**config.mk**
```make
export PLATFORM = sky130hd
export DESIGN_NAME = lca_front
export DESIGN_NICKNAME = d
export VERILOG_FILES = /design/src/lca_pkg.sv /design/src/lca_front.sv
export SDC_FILE = /design/constraint.sdc
export NUM_CORES = 1
export LEC_CHECK = 0
export BUFFER_PORTS_ARGS = -buffer_cell sky130_fd_sc_hd__buf_2
export CORE_MARGIN = 1
export CORE_UTILIZATION = 35
export DETAILED_ROUTE_END_ITERATION = 16
export PLACE_DENSITY_LB_ADDON = 0.2
export SLEW_MARGIN = 20
export SYNTH_ARGS = -nofsm -noshare
export SYNTH_HDL_FRONTEND = slang
export SYNTH_SLANG_ARGS = --single-unit
```
**constraint.sdc**
```tcl
create_clock -name clock -period 3.6 [get_ports clock]
set_input_delay 0 -clock clock [delete_from_list [all_inputs] [get_ports clock]]
set_output_delay 0 -clock clock [all_outputs]
set_load 0.02 [all_outputs]
```
**src/lca_pkg.sv**
```systemverilog
package lca_pkg;

   localparam int LINE_BYTES  = 256;
   localparam int CNT_W       = $clog2(LINE_BYTES);
   localparam int WORD_W      = CNT_W - 3;
   localparam int MEM_ROWS    = 2 * LINE_BYTES / 8;
   localparam int ROW_W       = $clog2(MEM_ROWS);
   localparam int QUEUE_DEPTH = 4;
   localparam int QPTR_W      = $clog2(QUEUE_DEPTH);

   localparam logic [7:0] CH_CR = 8'h0D;
   localparam logic [7:0] CH_LF = 8'h0A;

   localparam logic [2:0] OP_BYTE      = 3'd0;
   localparam logic [2:0] OP_LINE_ERR  = 3'd1;
   localparam logic [2:0] OP_FETCH     = 3'd2;
   localparam logic [2:0] OP_TAKE_OVF  = 3'd3;
   localparam logic [2:0] OP_TAKE_DROP = 3'd4;
   localparam logic [2:0] OP_TAKE_ERR  = 3'd5;

   typedef enum logic [2:0] {
      CMD_BYTE,
      CMD_LINE_ERR,
      CMD_FETCH,
      CMD_TAKE_OVF,
      CMD_TAKE_DROP,
      CMD_TAKE_ERR,
      CMD_NOP
   } cmd_kind_type;

   typedef enum logic [1:0] {
      ST_OK,
      ST_NO_CMD,
      ST_TOO_SMALL,
      ST_ZERO_CAP
   } status_type;

   typedef enum logic {
      BK_IDLE,
      BK_STREAM
   } back_state_type;

   typedef struct packed {
      cmd_kind_type kind;
      logic [7:0]   rx_byte;
      logic         eol;
      logic         rearm_failed;
      logic [15:0]  capacity;
      logic         cap_zero;
   } cmd_type;

   typedef struct packed {
      status_type  status;
      logic [63:0] data_word;
      logic [3:0]  valid_bytes;
      logic [7:0]  command_length;
      logic        taken_flag;
      logic        ready_flag;
      logic        overflow_flag;
      logic        dropped_flag;
      logic        error_flag;
      logic        last;
   } rsp_type;

endpackage

```
**src/lca_front.sv**
```systemverilog
module lca_front (
   input  logic            clock,
   input  logic            reset,
   input  logic            in_valid,
   output logic            in_ready,
   input  logic [2:0]      opcode,
   input  logic [7:0]      rx_byte,
   input  logic            rearm_failed,
   input  logic [15:0]     capacity,
   output logic            head_valid,
   output lca_pkg::cmd_type head,
   input  logic            head_pop
);
   import lca_pkg::*;

   cmd_type               q_ff [QUEUE_DEPTH];
   logic [QPTR_W-1:0]     wr_ptr_ff, wr_ptr_in;
   logic [QPTR_W-1:0]     rd_ptr_ff, rd_ptr_in;
   logic [QPTR_W:0]       count_ff, count_in;
   cmd_type               cls;
   logic                  push;
   logic                  pop;

   // classify the incoming item
   always_comb begin
      cls.rx_byte      = rx_byte;
      cls.eol          = (rx_byte == CH_CR) || (rx_byte == CH_LF);
      cls.rearm_failed = rearm_failed;
      cls.capacity     = capacity;
      cls.cap_zero     = (capacity == 16'd0);
      unique case (opcode)
         OP_BYTE:      cls.kind = CMD_BYTE;
         OP_LINE_ERR:  cls.kind = CMD_LINE_ERR;
         OP_FETCH:     cls.kind = CMD_FETCH;
         OP_TAKE_OVF:  cls.kind = CMD_TAKE_OVF;
         OP_TAKE_DROP: cls.kind = CMD_TAKE_DROP;
         OP_TAKE_ERR:  cls.kind = CMD_TAKE_ERR;
         default:      cls.kind = CMD_NOP;
      endcase
   end

   assign in_ready   = (count_ff != (QPTR_W+1)'(QUEUE_DEPTH));
   assign head_valid = (count_ff != '0);
   assign head       = q_ff[rd_ptr_ff];
   assign push       = in_valid && in_ready;
   assign pop        = head_pop && head_valid;

   always_comb begin
      wr_ptr_in = push ? wr_ptr_ff + QPTR_W'(1) : wr_ptr_ff;
      rd_ptr_in = pop ? rd_ptr_ff + QPTR_W'(1) : rd_ptr_ff;
      count_in  = count_ff + (QPTR_W+1)'(push) - (QPTR_W+1)'(pop);
   end

   always_ff @(posedge clock) begin
      if (reset) begin
         wr_ptr_ff <= '0;
         rd_ptr_ff <= '0;
         count_ff  <= '0;
      end else begin
         wr_ptr_ff <= wr_ptr_in;
         rd_ptr_ff <= rd_ptr_in;
         count_ff  <= count_in;
      end
   end

   always_ff @(posedge clock) begin
      if (push) begin
         q_ff[wr_ptr_ff] <= cls;
      end
   end

endmodule

```
==> results of run 1 <==
## per-layer routing
| metal | vias to the layer above | share of wire |
|---|---|---|
| met5 | - | 0 |
| met4 | 0 | 0.017 |
| met3 | 12 | 0.031 |
| met2 | 52 | 0.48 |
| met1 | 1237 | 0.47 |
| li1 | 1112 | - |
## per-stage QoR
stage          worst slack [ns]  cells
6_report                   1.39    512
5_1_grt                    1.17    512
4_1_cts                    1.28    512
3_5_place_dp               1.38    452
3_3_place_gp               1.42    452
2_1_floorplan              1.51    218
## where the power goes
part,leakage [µW],internal (µW),switching [µW]
Combinational,0.000708,483,586
Clock,0.000272,1020,645
Sequential,0.00118,1850,133
Total,0.00216,3350,1360
## Yosys cell counts (all sizes together)
master  number
a21boi       2
or3          1
nor4         5
nor2b        1
and2         5
clkbuf       3
nor3         1
nor2         8
or3b         1
mux2i        1
fa           1
o311ai       1
nand2b       2
xnor2        1
dfxtp        9
edfxtp     120
mux4        30
buf          6
nand3b       1
a21oi        1
ha           6
o31a         1
nand2        2
inv          5
xor2         2
and4         1
mux2         1
## cells by family after synthesis
kind of cell	share of synthesized area
AOI/OAI and AO/OA	0.00998
xor gates and xnor gates	0.00537
adders and majority gates	0.0194
buffers and inverters	0.0161
DFF	0.773
muxes	0.142
and+or+nand+nor	0.0333
## final cells by class
| type | instances | area [µm²] |
|---|---|---|
| tap | 176 | 220 |
| clock inverter | 15 | 160 |
| sequential | 129 | 3780 |
| multi-input combinational | 75 | 1030 |
| inverter | 5 | 18.8 |
| clock buffer | 17 | 425 |
| fill | 1202 | 7180 |
| timing repair buffer | 95 | 626 |
## worst max-delay path, cell delays in order (launching register included)
cell and delay (ns):
dfxtp_1 0.46, nor2_2 0.10, a21boi_4 0.23, inv_1 0.07, ha_1 0.28, inv_1 0.05, ha_1 0.12, inv_1 0.04
fa_1 0.37, xor2_1 0.18, and2_1 0.17, nor3_2 0.04
## cells in the final DEF (no fill, tap or decap), drive strengths merged
cell,synthesis,layout
a21boi,2,2
a21oi,1,1
and2,5,5
and4,1,1
buf,6,67
bufinv,0,2
clkbuf,3,17
clkinv,0,5
clkinvlp,0,5
dfxtp,9,9
dlygate4sd3,0,28
edfxtp,120,120
fa,1,1
ha,6,6
inv,5,8
mux2,1,1
mux2i,1,1
mux4,30,30
nand2,2,2
nand2b,2,2
nand3b,1,1
nor2,8,8
nor2b,1,1
nor3,1,1
nor4,5,5
o311ai,1,1
o31a,1,1
or3,1,1
or3b,1,1
xnor2,1,1
xor2,2,2
## sequential cells by signal (all words and copies together), names as in the netlist, named ones only
name / cells
count_ff: 3
q_ff: 120
rd_ptr_ff: 2
wr_ptr_ff: 2
## worst max path at each step
stage | endpoint | slack, ns | cells after the start
after detailed placement | count_ff[2] | 1.38 | 11
after floorplan | count_ff[2] | 1.51 | 11
after global routing | count_ff[2] | 1.17 | 11
final | count_ff[2] | 1.39 | 11
after CTS | head[0] | 1.28 | 3
after global placement | count_ff[2] | 1.42 | 11
==> metrics.cfg, run 1 <==
[sta]
fmax_mhz = 452
rsz0062_at_grt = false
clock_skew_ns = 0.00666
setup_viol = 0
whs_ns = 0.0177
setup_tns_ns = 0
layout_min_cycle_time_ns = 2.21
period_share = 0.614
worst_slew_pin_slew_ns = 1.01
relSlewSlack = 0.325
final-hold-violation-count = 0
drv_slew = 0

[critical_path]
critPathLaunch = count_ff[1]
rrSetupSlack_ns = 1.39
critPathKind = reg2reg
required_ns = 3.89
arrival_ns = 2.51
reg2reg_to = count_ff[2]
start_kind = register
endpoint_kind = register
r2r_cells = 11
worst-path-max-fanout = 7
worstReg2RegStart = count_ff[1]

[cts]
cts_buffers = 17
cts.sinks = 129
cts_tree = yes
post-cts-setup-buffers = 0
postCtsResizedCells = 0
path_clk_slew_ns = 0.06
htree_num_levels = 4
cts.root.buffer_cell = clkbuf_16
clockBufferDepth = 2
clkLatencyLatePin_ns = 0.41
cts_hold_buf = 28

[power]
power_uw = 4720
power.density_mw_per_mm2 = 753
p_leak_uw = 0.00216
ir_worst_vdd_mv = 0.302

[route]
first_pass_iters = 4
drc = 0
wire_per_inst_um = 17.2
via_per_inst = 4.71
drt_iter0_drc = 168
ant_nets = 0
wl_um = 8830
vias = 2413

[cells_and_area]
antenna_cells = 0
area_growth_pct = 28.2
stdcell_area_mm2 = 0.00627
layout-drive-gt1-share = 0.411
final_util = 0.466
final_nets = 362

[synthesis]
ys_top_cells_by_area = edfxtp_1 74%, mux4_2 14%, dfxtp_1 3.7%, ha_1 1.5%, buf_6 0.69%
ys_seq_area_frac = 0.773
synth_cell_types = 30
synth_largest_area_cell = edfxtp_1
synth_top_area_frac = 0.737
ys_ff_latch = 129
synth_nets = 257
syn_area_per_cell_um2 = 22.4
yosysWarnings = 0
syn_inst = 218
syn_area_mm2 = 0.00489

[min_path]
whs_endpoint = wr_ptr_ff[1]
hold_path.class = in2reg
min_from = in_valid
worstHoldPathCells = 3

[global_route]
grt_antenna_before_repair = 0
met1_usage = 0.182
use_met2 = 0.207
grt_overflow = 0
grt_first_pass_wirelength_um = 14100
grt_max_degree = 31
use_met3 = 0.0392
grt-busiest-layer = met2
grt.total_usage = 0.136
grt_pass1_vias = 2527

[flow_run]
maxCapViolCount = 0

[floorplanning]
initial_core_util = 0.364
die_h_um = 120
die_x_um = 120
core_mm2 = 0.0135
fp.dieArea_mm2 = 0.0145
ios = 64
rows = 42

[run_status]
status = finished, final reports clean

[placed_design]
gp_congestion = 0.649
dp_hpwl_um = 5160
numPortBuffers = 63
postPlaceCellArea_mm2 = 0.00540

Note: power is estimated with default switching activity, not from simulation.
==> run 2, diff against run 1 <==
Clock period 3.6 ns to 1.9 ns, I/O delays scaled along.
==> run 2 against run 1 <==
The run now ends with negative setup slack left. Non-clock buffer count is 19 higher. Clock skew rose by 0.00063 ns. Worst setup slack worse by 1.4 ns. Die area did not move. Largest power group unchanged. Final cell count up 3.7%. Critical path depth decreased by 2. Count of clock-buffer cells in the layout rose by 1. Via count grew 3.9%. Final area up 3.8%. Total power rose by 97%.
==> metrics.cfg, run 2 (synthesis results as in run 1) <==
[floorplanning]
fp.dieArea_mm2 = 0.0145  ; unchanged
core_mm2 = 0.0135  ; unchanged
die_x_um = 120  ; unchanged
die_h_um = 120  ; unchanged
ios = 64  ; unchanged
rows = 42  ; unchanged
initial_core_util = 0.364  ; unchanged

[cells_and_area]
stdcell_area_mm2 = 0.00651  ; +3.8%
top_regs = q_ff x120, count_ff x3
top_register = q_ff
area_growth_pct = 33.0
final_cell_mix = 120 x edfxtp_1, 63 x buf_2, 34 x dlygate4sd3_1
layout-drive-gt1-share = 0.437  ; +0.0259
largest_register_ffs = 120  ; unchanged
final_util = 0.484  ; +0.0177
final_common_cell = edfxtp_1
antenna_cells = 0  ; unchanged
final_nets = 381  ; +5.2%

[global_route]
grt_overflow = 0  ; unchanged
grt_max_degree = 26  ; -16%
grt_first_pass_wirelength_um = 14500  ; +2.8%
grt.total_usage = 0.142  ; +0.00562
grt_pass1_vias = 2606  ; +3.1%
grt_antenna_before_repair = 0  ; unchanged

[cts]
cts.sinks = 129  ; unchanged
cts_tree = yes
clkLatencyLatePin_ns = 0.41  ; about the same
clockBufferDepth = 2  ; unchanged
cts_buffers = 17  ; unchanged
htree_num_levels = 4  ; unchanged
path_clk_slew_ns = 0.06  ; about the same
cts.root.buffer_cell = clkbuf_16

[critical_path]
worst-path-max-fanout = 4  ; -3
arrival_ns = 2.26  ; -0.25 ns
required_ns = 2.21  ; -1.68 ns
start_kind = register
endpoint_kind = register
crit_chain = o31a_1 > ha_1 > inv_1 > ha_1 > inv_1 > fa_2 > xor2_1 > and2_1 > nor3_2
slowest_delay_ns = 0.34  ; -0.12 ns
critPathSlowestCell = dfxtp_2
critPathKind = reg2reg

[sta]
layout_min_cycle_time_ns = 1.95  ; -0.258 ns
drv_slew = 0  ; unchanged
clock_skew_ns = 0.00730  ; +0.000632 ns
fin_ws_ns = -0.0541  ; -1.44 ns
whs_ns = 0.0455  ; +0.0278 ns
period_share = 1.03  ; +0.414
fmax_mhz = 512  ; +13%
setup_viol = 1  ; +1
rsz0062_at_grt = true
relSlewSlack = 0.695  ; +0.369
final-hold-violation-count = 0  ; unchanged
setup_tns_ns = -0.0541  ; -0.0541 ns
worst_slew_pin_slew_ns = 0.453  ; -0.557 ns

[power]
p_leak_uw = 0.00229  ; +5.9%
power_uw = 9280  ; +97%
power.density_mw_per_mm2 = 1430  ; +90%
ir_worst_vdd_mv = 0.681  ; +130%

[run_status]
status = finished, violations left
violations = negative setup slack

[flow_run]
maxCapViolCount = 0  ; unchanged

[route]
vias = 2508  ; +3.9%
drc = 0  ; unchanged
wire_per_inst_um = 17.4  ; +0.77%
wl_um = 9220  ; +4.5%
ant_nets = 0  ; unchanged
first_pass_iters = 4  ; unchanged
via_per_inst = 4.72  ; +0.22%
drt_iter0_drc = 128  ; -24%

[placed_design]
gp_congestion = 0.756  ; +16%
postPlaceCellArea_mm2 = 0.00554  ; +2.6%
numPortBuffers = 63  ; unchanged
dp_hpwl_um = 5660  ; +9.7%

[min_path]
hold_path.class = in2reg

## run 2: cell count changes in the layout (fill, tap and decap cells not counted), sizes merged
cell         delta
buf            +13
clkbuf          +1
inv             -3
dlygate4sd3     +6
bufinv          +1
clkinv          +1
## run 2: stage by stage
stage	instances	setup slack, ns
after global routing	531	-0.186
after floorplan	218	-0.0300
after global placement	464	-0.0183
after CTS	530	-0.0615
final	531	-0.0541
after detailed placement	464	-0.0549
## run 2: metal layers
metal	up-vias	GRT usage	share of wire
li1	1147	-	-
met1	1285	0.175	0.45
met2	60	0.223	0.49
met3	16	0.0458	0.040
met4	0	0.0741	0.022
met5	-	0	0
## run 2: cell type report
type / instances / area (µm²)
Fill cell: 1170 / 6950
Sequential cell: 129 / 3790
Inverter: 5 / 18.8
Tap cell: 176 / 220
Clock buffer: 18 / 439
Timing Repair Buffer: 114 / 825
Multi-Input combinational cell: 75 / 1050
Clock inverter: 14 / 165
## run 2: repair_timing
action | in CTS | in global routing
endpoints found under the hold margin | 116 | 0
resized for setup | 1 | 1
setup endpoints to repair | 2 | 2
buffers inserted | 0 | 1
hold buffers | 34 | 0
## run 2: critical path: cells and delay by family, from the launching register on
kind / cells / cell delay, ns
compound gates: 1 / 0.32
fa+ha+maj: 3 / 0.73
xor+xnor: 1 / 0.15
buf+inv: 2 / 0.11
simple gates: 2 / 0.20
flops: 1 / 0.34
## run 2: worst paths after layout
check                                   from  slack (ns)            to  depth (start not counted)
worst max register to register   count_ff[0]       -0.05   count_ff[2]                          9
worst min-delay path               opcode[0]        0.05   q_ff[3][27]                          2
worst min register to register  wr_ptr_ff[1]        0.52  wr_ptr_ff[1]                          2
worst max-delay path             count_ff[0]       -0.05   count_ff[2]                          9
## run 2: power breakdown
part / total, µW / switching, µW / internal [µW]
Combinational: 2390 / 1290 / 1100
Sequential: 3640 / 134 / 3500
Clock: 3260 / 1170 / 2090
Total: 9280 / 2590 / 6690
==> run 3, diff against run 2 <==
Settings changed: RECOVER_POWER set to 100, SETUP_SLACK_MARGIN set to 0.15.
==> run 3 against run 2 <==
Register-to-register slack barely moved. Combinational power rose by 4%. Clock power rose by 5%. Count of clock-buffer cells in the layout rose by 4. Critical endpoint unchanged. Critical path depth did not move. The flow still finishes with violations (negative setup slack). Non-clock buffer count fell by 4. Total power rose by 3.1%. Sequential power barely moved. First-iteration DRC count rose by 20%.
==> metrics.cfg, run 3 (synthesis results as in run 1) <==
[cts]
cts.sinks = 129  ; unchanged
cts_buffers = 17  ; unchanged
clockBufferDepth = 2  ; unchanged
cts.root.buffer_cell = clkbuf_16
path_clk_slew_ns = 0.05  ; about the same
clkLatencyLatePin_ns = 0.40  ; about the same
cts_tree = yes
htree_num_levels = 4  ; unchanged

[sta]
final-hold-violation-count = 0  ; unchanged
clock_skew_ns = 0.00735  ; +0.0000500 ns
period_share = 1.04  ; +0.00749
rsz0062_at_grt = true
relSlewSlack = 0.706  ; +0.0112
fmax_mhz = 508  ; -0.72%
drv_slew = 0  ; unchanged
worst_slew_pin_slew_ns = 0.437  ; -0.0168 ns
setup_viol = 1  ; unchanged
layout_min_cycle_time_ns = 1.97  ; +0.0142 ns
fin_ws_ns = -0.0683  ; -0.0142 ns

[floorplanning]
rows = 42  ; unchanged
core_mm2 = 0.0135  ; unchanged
initial_core_util = 0.364  ; unchanged
fp.dieArea_mm2 = 0.0145  ; unchanged
die_x_um = 120  ; unchanged
ios = 64  ; unchanged
die_h_um = 120  ; unchanged

[critical_path]
start_kind = register
critPathKind = reg2reg
arrival_ns = 2.26  ; about the same
required_ns = 2.19  ; -0.02 ns
worst-path-max-fanout = 4  ; unchanged
r2r_cells = 9  ; unchanged
endpoint_kind = register

[placed_design]
dp_worst_setup_slack_ns = -0.0728  ; -0.0179 ns
numPortBuffers = 63  ; unchanged
dp_cells = 462  ; -0.43%
gp_congestion = 0.703  ; -7.1%
dp_hpwl_um = 5380  ; -4.9%

[power]
netSwitchingFraction = 0.268  ; -0.0110
ir_worst_vdd_mv = 0.732  ; +7.6%
power.density_mw_per_mm2 = 1470  ; +3.1%
seq_power_share = 0.382  ; -0.010
p_sw_uw = 2570  ; -0.97%
p_int_uw = 7000  ; +4.7%
p_leak_uw = 0.00221  ; -3.3%
pwr-share-clk = 0.358  ; +0.007
power_frac_comb = 0.259  ; +0.002

[global_route]
grt_antenna_before_repair = 0  ; unchanged
grt.total_usage = 0.138  ; -0.00380
grt_overflow = 0  ; unchanged
grt_first_pass_wirelength_um = 14500  ; +0.29%
grt_pass1_vias = 2669  ; +2.4%
grt_max_degree = 31  ; +19%

[cells_and_area]
antenna_cells = 0  ; unchanged
top_regs = q_ff x120, count_ff x3
largest_register_ffs = 120  ; unchanged
layout-drive-gt1-share = 0.350  ; -0.0862
final_cells = 527  ; -0.75%
area_growth_pct = 33.0  ; about the same
final_util = 0.484  ; about the same
top_register = q_ff
final_cell_mix = 120 x edfxtp_1, 35 x buf_2, 33 x clkbuf_1
final_nets = 377  ; -1.0%
final_common_cell = edfxtp_1

[route]
drc = 0  ; unchanged
via_per_inst = 4.69  ; -0.73%
drt_iter0_drc = 154  ; +20%
vias = 2471  ; -1.5%
wl_um = 9140  ; -0.93%
wire_per_inst_um = 17.3  ; -0.18%
first_pass_iters = 4  ; unchanged
ant_nets = 0  ; unchanged

[run_status]
violations = negative setup slack
status = finished, violations left

[min_path]
hold_path.class = in2reg
worstHoldPathCells = 2  ; unchanged

[flow_run]
maxCapViolCount = 0  ; unchanged

==> run 3: cell count changes in the layout (fill, tap and decap cells not counted), moves of 2 or more <==
cell,before,now
buf_12,3,5
buf_2,63,35
buf_4,13,10
bufinv_16,3,5
clkbuf_1,0,33
clkinv_2,4,1
clkinvlp_4,5,1
dfxtp_2,2,0
dfxtp_4,1,3
dlygate4sd3_1,34,30
inv_1,5,3
inv_2,0,2
==> run 3: area by class of cell <==
type | instances | area [µm²]
repair buffers | 110 | 792
multi-input cells | 75 | 1050
fillers | 1193 | 6940
clock buffers | 22 | 444
inverters | 5 | 18.8
well taps | 176 | 220
clock inverters | 10 | 184
flip-flops and latches | 129 | 3790
==> run 3: worst paths after layout <==
path / slack [ns] / start / to
setup / recovery: -0.07 / count_ff[1] / count_ff[2]
hold / removal: 0.05 / opcode[0] / q_ff[3][27]
setup reg to reg: -0.07 / count_ff[1] / count_ff[2]
hold reg to reg: 0.51 / wr_ptr_ff[1] / wr_ptr_ff[1]
==> run 3: worst max-delay path, stage by stage, from the launching register on <==
cell     delay (ns)
dfxtp_4        0.36
o31a_1         0.32
ha_1           0.29
inv_2          0.07
ha_4           0.12
inv_2          0.03
fa_2           0.33
xor2_1         0.16
and2_1         0.16
nor3_2         0.04
==> run 3: power by group through the flow <==
stage / logic, µW / registers [µW] / clock network (µW)
global route: 2700 / 3690 / 3600
floorplan: 1570 / 3670 / 0
finish: 2480 / 3660 / 3430
detailed placement: 2340 / 3700 / 0
global placement: 2330 / 3680 / 0
CTS: 2450 / 3640 / 3500
==> run 3: metrics by stage <==
step / area [µm²] / power (µW) / setup TNS (ns) / hold slack (ns)
floorplan: 4910 / 5240 / -0.0232 / 0.0989
global placement: 5540 / 6000 / -0.0337 / 0.227
detailed placement: 5540 / 6040 / -0.0728 / 0.229
CTS: 6500 / 9590 / -0.0831 / 0.0392
global route: 6510 / 10000 / -0.202 / 0.0669
finish: 6510 / 9570 / -0.0683 / 0.0513
==> run 3: what timing repair did <==
item | in CTS | in global routing
cloned | 0 | 1
resized for setup | 2 | 10
hold buffers | 32 | 0
pin swaps | 0 | 3
endpoints found under the hold margin | 115 | 0
endpoints found under the setup margin | 14 | 10
buffers inserted | 0 | 2
==> run 3: per-layer routing <==
metal / share of wire / vias to the layer above / track usage
met1: 0.46 / 1264 / 0.181
met5: 0 / - / 0
met4: 0.012 / 0 / 0.0509
li1: - / 1143 / -
met3: 0.039 / 9 / 0.0396
met2: 0.49 / 55 / 0.218
